File: config.mk
export PLATFORM = sky130hd
export DESIGN_NAME = trd_ctrl
export DESIGN_NICKNAME = d
export VERILOG_FILES = /design/src/design/trd_pkg.sv /design/src/design/trd_ctrl.sv
export SDC_FILE = /design/constraint.sdc
export NUM_CORES = 1
export LEC_CHECK = 0
export ABC_CLOCK_PERIOD_IN_PS = 800
export BUFFER_PORTS_ARGS = -buffer_cell sky130_fd_sc_hd__buf_2
export CAP_MARGIN = 20
export CORE_AREA = 2 2 39 41
export CTS_CLUSTER_DIAMETER = 30
export CTS_CLUSTER_SIZE = 20
export DETAILED_ROUTE_END_ITERATION = 8
export DIE_AREA = 0 0 41 43
export GPL_TIMING_DRIVEN = 0
export PLACE_DENSITY = 0.38
export SETUP_SLACK_MARGIN = 0.15
export SLEW_MARGIN = 25
export SYNTH_ARGS = -nofsm -noshare
export SYNTH_HDL_FRONTEND = slang
export SYNTH_SLANG_ARGS = --single-unit
File: constraint.sdc
create_clock -name clk_i -period 0.8 [get_ports clk_i]
set_input_delay 0.2 -clock clk_i [delete_from_list [all_inputs] [get_ports clk_i]]
set_output_delay 0.2 -clock clk_i [all_outputs]
set_load 0.1 [all_outputs]
File: src/design/trd_pkg.sv
// Shared types, constants and the effect conversion function of the track row decoder.
package trd_pkg;

  localparam int unsigned DefMaxRows = 256;
  localparam int unsigned CfgW       = 9;
  localparam int unsigned CfgReset   = 64;

  // Token kinds in the low two bits of a byte
  localparam logic [1:0] TokSkip  = 2'd0;
  localparam logic [1:0] TokRun   = 2'd1;
  localparam logic [1:0] TokCopy  = 2'd2;
  localparam logic [1:0] TokEvent = 2'd3;

  // Source effect numbers
  localparam logic [7:0] EffPortaUp   = 8'h01;
  localparam logic [7:0] EffPortaDn   = 8'h02;
  localparam logic [7:0] EffTonePorta = 8'h03;
  localparam logic [7:0] EffVibrato   = 8'h04;
  localparam logic [7:0] EffArpeggio  = 8'h05;
  localparam logic [7:0] EffSpdTempo  = 8'h07;
  localparam logic [7:0] EffPan       = 8'h08;
  localparam logic [7:0] EffJump      = 8'h0B;
  localparam logic [7:0] EffGlobVol   = 8'h0C;
  localparam logic [7:0] EffBreak     = 8'h0D;
  localparam logic [7:0] EffExt       = 8'h0E;
  localparam logic [7:0] EffSpeed     = 8'h0F;
  localparam logic [7:0] EffVolSldA   = 8'h10;
  localparam logic [7:0] EffVolSldB   = 8'h20;
  localparam logic [7:0] EffRetrig    = 8'h30;
  localparam logic [7:0] EffTremolo   = 8'h40;
  localparam logic [7:0] EffTremor    = 8'h50;
  localparam logic [7:0] EffOffset    = 8'hEF;

  // Output command codes
  localparam logic [4:0] CodeNone     = 5'd0;
  localparam logic [4:0] CodeSpeed    = 5'd6;
  localparam logic [4:0] CodeTempo    = 5'd7;
  localparam logic [4:0] CodePan      = 5'd8;
  localparam logic [4:0] CodeJump     = 5'd9;
  localparam logic [4:0] CodeGlobVol  = 5'd10;
  localparam logic [4:0] CodeBreak    = 5'd11;
  localparam logic [4:0] CodeExt      = 5'd12;
  localparam logic [4:0] CodePanSld   = 5'd13;
  localparam logic [4:0] CodeRetrig   = 5'd14;
  localparam logic [4:0] CodeGvSld    = 5'd15;
  localparam logic [4:0] CodeVolSld   = 5'd16;
  localparam logic [4:0] CodeTremolo  = 5'd17;
  localparam logic [4:0] CodeTremor   = 5'd18;
  localparam logic [4:0] CodeOffset   = 5'd19;

  typedef struct packed {
    logic [7:0] note;
    logic [7:0] instrument;
    logic       has_volume;
    logic [6:0] volume;
    logic [4:0] effect_code;
    logic [7:0] effect_param;
  } cell_t;

  localparam int unsigned CellW = $bits(cell_t);

  typedef struct packed {
    logic       hit;
    logic [4:0] code;
    logic [7:0] param;
  } conv_t;

  // Controller to datapath
  typedef struct packed {
    logic accept;
    logic rd;
    logic emit_mem;
    logic emit_evt;
  } trd_cmd_t;

  // Datapath to controller
  typedef struct packed {
    logic go_read;
    logic go_evt;
    logic row_last;
    logic out_free;
  } trd_sts_t;

  // Convert one source effect into a command code and parameter
  function automatic conv_t trd_conv(logic [7:0] eff, logic [11:0] data);
    conv_t      r;
    logic [11:0] p;
    logic [4:0] code;
    logic [7:0] d;
    logic [5:0] q;
    logic [3:0] qs;
    d    = data[7:0];
    p    = data;
    code = CodeNone;
    q    = d[7:2];
    qs   = (q > 6'h0F) ? 4'hF : q[3:0];
    unique case (eff)
      EffPortaUp, EffPortaDn, EffTonePorta, EffVibrato, EffArpeggio: code = eff[4:0];
      EffSpdTempo: code = (data < 12'h020) ? CodeSpeed : CodeTempo;
      EffPan: begin
        code = CodePan;
        p    = {data[10:0], 1'b0};
      end
      EffJump:    code = CodeJump;
      EffGlobVol: code = CodeGlobVol;
      EffBreak: begin
        code = CodeBreak;
        p    = 12'({4'h0, d[3:0]}) + 12'({d[7:4], 3'b000}) + 12'({d[7:4], 1'b0});
      end
      EffExt: begin
        code = CodeExt;
        unique case (d[7:4])
          4'h0: code = CodeNone;
          4'h1: begin
            if (d[3:0] != 4'h0) begin
              p    = {4'h0, d | 8'hF0};
              code = CodePanSld;
            end else begin
              code = CodeNone;
            end
          end
          4'h2: begin
            if (d[3:0] != 4'h0) begin
              p    = {4'h0, d[3:0], 4'hF};
              code = CodePanSld;
            end else begin
              code = CodeNone;
            end
          end
          4'h3: p = {4'h0, 4'h1, d[3:0]};
          4'h4: p = {4'h0, 4'h3, d[3:0]};
          4'h6: p = {4'h0, 4'hB, d[3:0]};
          4'h7: p = {4'h0, 4'h4, d[3:0]};
          4'h9: begin
            code = CodeRetrig;
            p    = {8'h00, d[3:0]};
          end
          4'hA: begin
            code = CodeGvSld;
            p    = {4'h0, d[3:0], 4'h0};
          end
          4'hB: begin
            code = CodeGvSld;
            p    = {8'h00, d[3:0]};
          end
          4'hF: p = {4'h0, 4'hA, data[11:8]};
          default: p = data;
        endcase
      end
      EffSpeed: code = CodeSpeed;
      EffVolSldA: begin
        if (d[7:4] != 4'hE) begin
          code = CodeVolSld;
          if (d[7:4] == 4'hF) p = {4'h0, d[3:0], 4'hF};
          else p = {4'h0, qs, 4'h0};
        end
      end
      EffVolSldB: begin
        if (d[7:4] != 4'hE) begin
          code = CodeVolSld;
          if (d[7:4] != 4'hF) p = {8'h00, qs};
        end
      end
      EffRetrig:  code = CodeRetrig;
      EffTremolo: code = CodeTremolo;
      EffTremor:  code = CodeTremor;
      EffOffset: begin
        code = CodeOffset;
        if (data > 12'h0FF) p = 12'h0FF;
      end
      default: code = CodeNone;
    endcase
    r.hit   = (code != CodeNone);
    r.code  = code;
    r.param = p[7:0];
    return r;
  endfunction

endpackage

File: src/design/trd_ctrl.sv
// Controller state machine: byte intake, row read/write sequencing and event emission.
module trd_ctrl (
  input  logic              clk_i,
  input  logic              rst_ni,
  input  logic              s_tvalid_i,
  output logic              s_tready_o,
  input  trd_pkg::trd_sts_t sts_i,
  output trd_pkg::trd_cmd_t cmd_o
);
  import trd_pkg::*;

  typedef enum logic [1:0] {
    S_IN,
    S_RD,
    S_WR,
    S_EVT
  } state_e;

  state_e state_q;

  // command decode
  always_comb begin
    cmd_o      = '0;
    s_tready_o = (state_q == S_IN);
    unique case (state_q)
      S_IN:  cmd_o.accept   = s_tvalid_i;
      S_RD:  cmd_o.rd       = 1'b1;
      S_WR:  cmd_o.emit_mem = sts_i.out_free;
      S_EVT: cmd_o.emit_evt = sts_i.out_free;
      default: cmd_o = '0;
    endcase
  end

  // state register
  always_ff @(posedge clk_i or negedge rst_ni) begin
    if (!rst_ni) begin
      state_q <= S_IN;
    end else begin
      unique case (state_q)
        S_IN: begin
          if (s_tvalid_i) begin
            if (sts_i.go_read) state_q <= S_RD;
            else if (sts_i.go_evt) state_q <= S_EVT;
          end
        end
        S_RD: state_q <= S_WR;
        S_WR: begin
          if (sts_i.out_free) state_q <= sts_i.row_last ? S_IN : S_RD;
        end
        S_EVT: begin
          if (sts_i.out_free) state_q <= S_IN;
        end
        default: state_q <= S_IN;
      endcase
    end
  end

endmodule

* Word level (Yosys, flattened, before mapping) *
Cells that the tools add are included.

storage, ports and cells
  register bits after elaboration = 2
  bits of input ports = 7
  output and inout bits = 5
  word-level logic and storage cells = 21

operators by class
  equal/unequal tests = 7
  muxes and demuxes = 11
  reductions and logical operators = 2

operators with widths
  operator            count
  $mux 2              5
  $pmux 2 s4          1
  $ne 2x2->1 const B  3
  $mux 1              5
  $eq 2x2->1 const B  2
  $reduce_and 4->1    1
  $ne 3x1->1 const B  1
  $eq 2x1->1 const B  1
  $logic_not 2->1     1

* Longest topological paths before layout *
  depth in word-level cells = 4
  gate-level depth with buffers = 3
  depth with buffers taken out = 3

* Worst setup path before layout *
No wires, ideal clock.

  path type = register to output
  from = register state_q[0]
  to = output cmd_o[3] in the netlist's numbering
  arrival time = 2659 ps
  required time = 600 ps
  path slack = -2059 ps
  cell stages (with the launch flop) = 3
  path buffers = 0
  path through = dfrtp_1 > nor2_1 > and2_1

RTL lines
  item                    line            RTL
  from (decl)             trd_ctrl.sv:19  state_e state_q;
  from (signal assigned)  trd_ctrl.sv:48  if (sts_i.out_free) state_q <= sts_i.row_last ? S_IN : S_RD;
  to (decl)               trd_ctrl.sv:8   output trd_pkg::trd_cmd_t cmd_o

==> out/results.ini <==
[run_status]
status=finished with violations
violations=negative setup slack

[worst_setup_path]
slowest_delay_ps=440
reg2reg_from=state_q[0]
cp_cell_sequence=and2b_4 > buf_12
arrival_ps=1100
critical-path-top-delay-family=flip-flops
critPathCaptureType=output pin
worstPathRequired_ps=600
path_max_fanout=5
path_class=reg2out
slowest_stage=dfrtp_2
cp-start-kind=flip-flop
reg2reg_slack_ps=-390
worstReg2RegEnd=state_q[0]
reg2reg_depth=4
path_buf_inv=1

[die]
initial_core_util=0.0931
io_pins=12
core_um2=1380
die_w_um=41
dieArea_um2=1760
dieHeight_um=43
placementRows=14

[clock_network]
clk-insertion-delay-late_ps=230
cts_num_sinks=2
cts_buffers=3
cts.path.max_buffers=2
clkTransAtPathRegs_ps=30
cts_tree=yes
cts_root_buf=clkbuf_4
htreeDepth=1

[placement]
port-buffer-count=11
dp_hpwl_um=333
place.gp.congestion=0.635
placed_cells=42

[detailed_routing]
first_iter_violations=2
antenna_left=0
vias=182
drc=0
routed_wl_um=494
drt_first_pass_iters=2
avgViaCountPerCell=3.64
wire_per_inst_um=9.88

[global_route]
grt_use_total=0.0773
grt_max_degree=6
grt_pass1_vias=200
antenna_found_initial=0
grt_pass1_wl_um=800
grt_overflow_total=0

[layout]
diodes=0
fin_nets=43
instances_no_fill=50
layout_common_cells=buf_2, buf_12, clkbuf_4, buf_4
top_register=state_q
fillers=158
largest_register_ffs=2
syn2layout_area_growth_pct=182
drive_gt1_frac=0.794
mostFrequentLayoutCell=buf_2
largestRegisters=state_q: 2 flops

[timing]
final-setup-viol-count=7
period_needed_ps=1300
fmax_mhz=768
fin_crit_sh=1.63
clock-skew-final_ps=1.34
finalHoldViolations=0
rsz0062_at_grt=true
slew_violations=0
tightestPinTransition_ps=163
setup-tns-final_ps=-3030
fin_ws_ps=-502
max-slew-margin-rel=0.891

[logic_synthesis]
yosys_warnings=0
synth_area_leaders=dfrtp_1, and2b_2, and2_2
ys_types=13
yosysTopAreaCell=dfrtp_1
synth_cells=15
netlist_area_um2=129
synth_top_area_frac=0.388
postSynthAreaPerCell_um2=8.59
syn_nets=22
yosys_register_bits=2
ys_seq_area_frac=0.388

[hold_path]
holdCritPathClass=in2reg
min_to=state_q[0]
hold_start=sts_i[2]
holdPathStages=3

[job]
maxCapViolations=0

cells by family after synthesis:
| kind of cell | count (synthesis) | share of synthesized area |
|---|---|---|
| flip-flops | 2 | 0.388 |
| AO/OA/AOI/OAI | 2 | 0.0971 |
| AND/OR/NAND/NOR | 11 | 0.515 |
cell usage after synthesis:
master    number
o21ai_1        1
nand3_1        1
nand2_1        1
and3_2         1
dfrtp_1        2
nand2_2        1
and2_1         1
nand3b_1       1
or3_1          1
nor2_1         2
and2_2         1
o211ai_1       1
and2b_2        1
what timing repair did:
action,in CTS,in global routing
pin swaps,2,1
setup endpoints to repair,7,7
hold buffers,1,0
resized for setup,22,1
setup buffers,4,0
endpoints found under the hold margin,2,0
worst max-delay path by stage:
stage / to / startpoint / slack, ps / depth (start not counted)
6_report: cmd_o[2] / state_q[1] / -500 / 2
5_1_grt: cmd_o[3] / state_q[1] / -530 / 3
4_1_cts: cmd_o[2] / state_q[1] / -510 / 2
3_5_place_dp: cmd_o[3] / state_q[1] / -550 / 3
3_3_place_gp: cmd_o[3] / state_q[1] / -540 / 3
2_1_floorplan: cmd_o[3] / state_q[1] / -800 / 2
tightest hold or removal path, delay by kind of cell:
family,cells,cell delay [ps]
buffers and inverters,1,90
AND/OR/NAND/NOR,1,70
AO/OA/AOI/OAI,1,80
area by class of cell:
type                    count  area, um^2  area share
multi-input cells          13        93.8       0.259
flip-flops and latches      2        52.6       0.145
repair buffers             16         174       0.479
clock buffers               3        22.5      0.0621
well taps                  16        20.0      0.0552
metrics by stage:
stage           util  worst slack [ps]  hold WS [ps]  instance area [um^2]
5_1_grt        0.262              -533           269                   363
3_3_place_gp   0.158              -540         -8.34                   219
3_5_place_dp   0.158              -549         -7.27                   219
4_1_cts        0.259              -510           242                   358
6_report       0.262              -502           245                   363
2_1_floorplan      -              -804         -95.6                   144
per-layer routing:
layer	GRT usage	wire length, um	vias up
met5	0	0	-
met4	0.100	0	0
met3	0.0314	45	0
met2	0.0938	241	12
met1	0.0836	207	80
li1	-	-	90
Power is left out: the tool's default activity adds up to more than one toggle a clock period on the data nets, which glitch-free logic cannot reach.
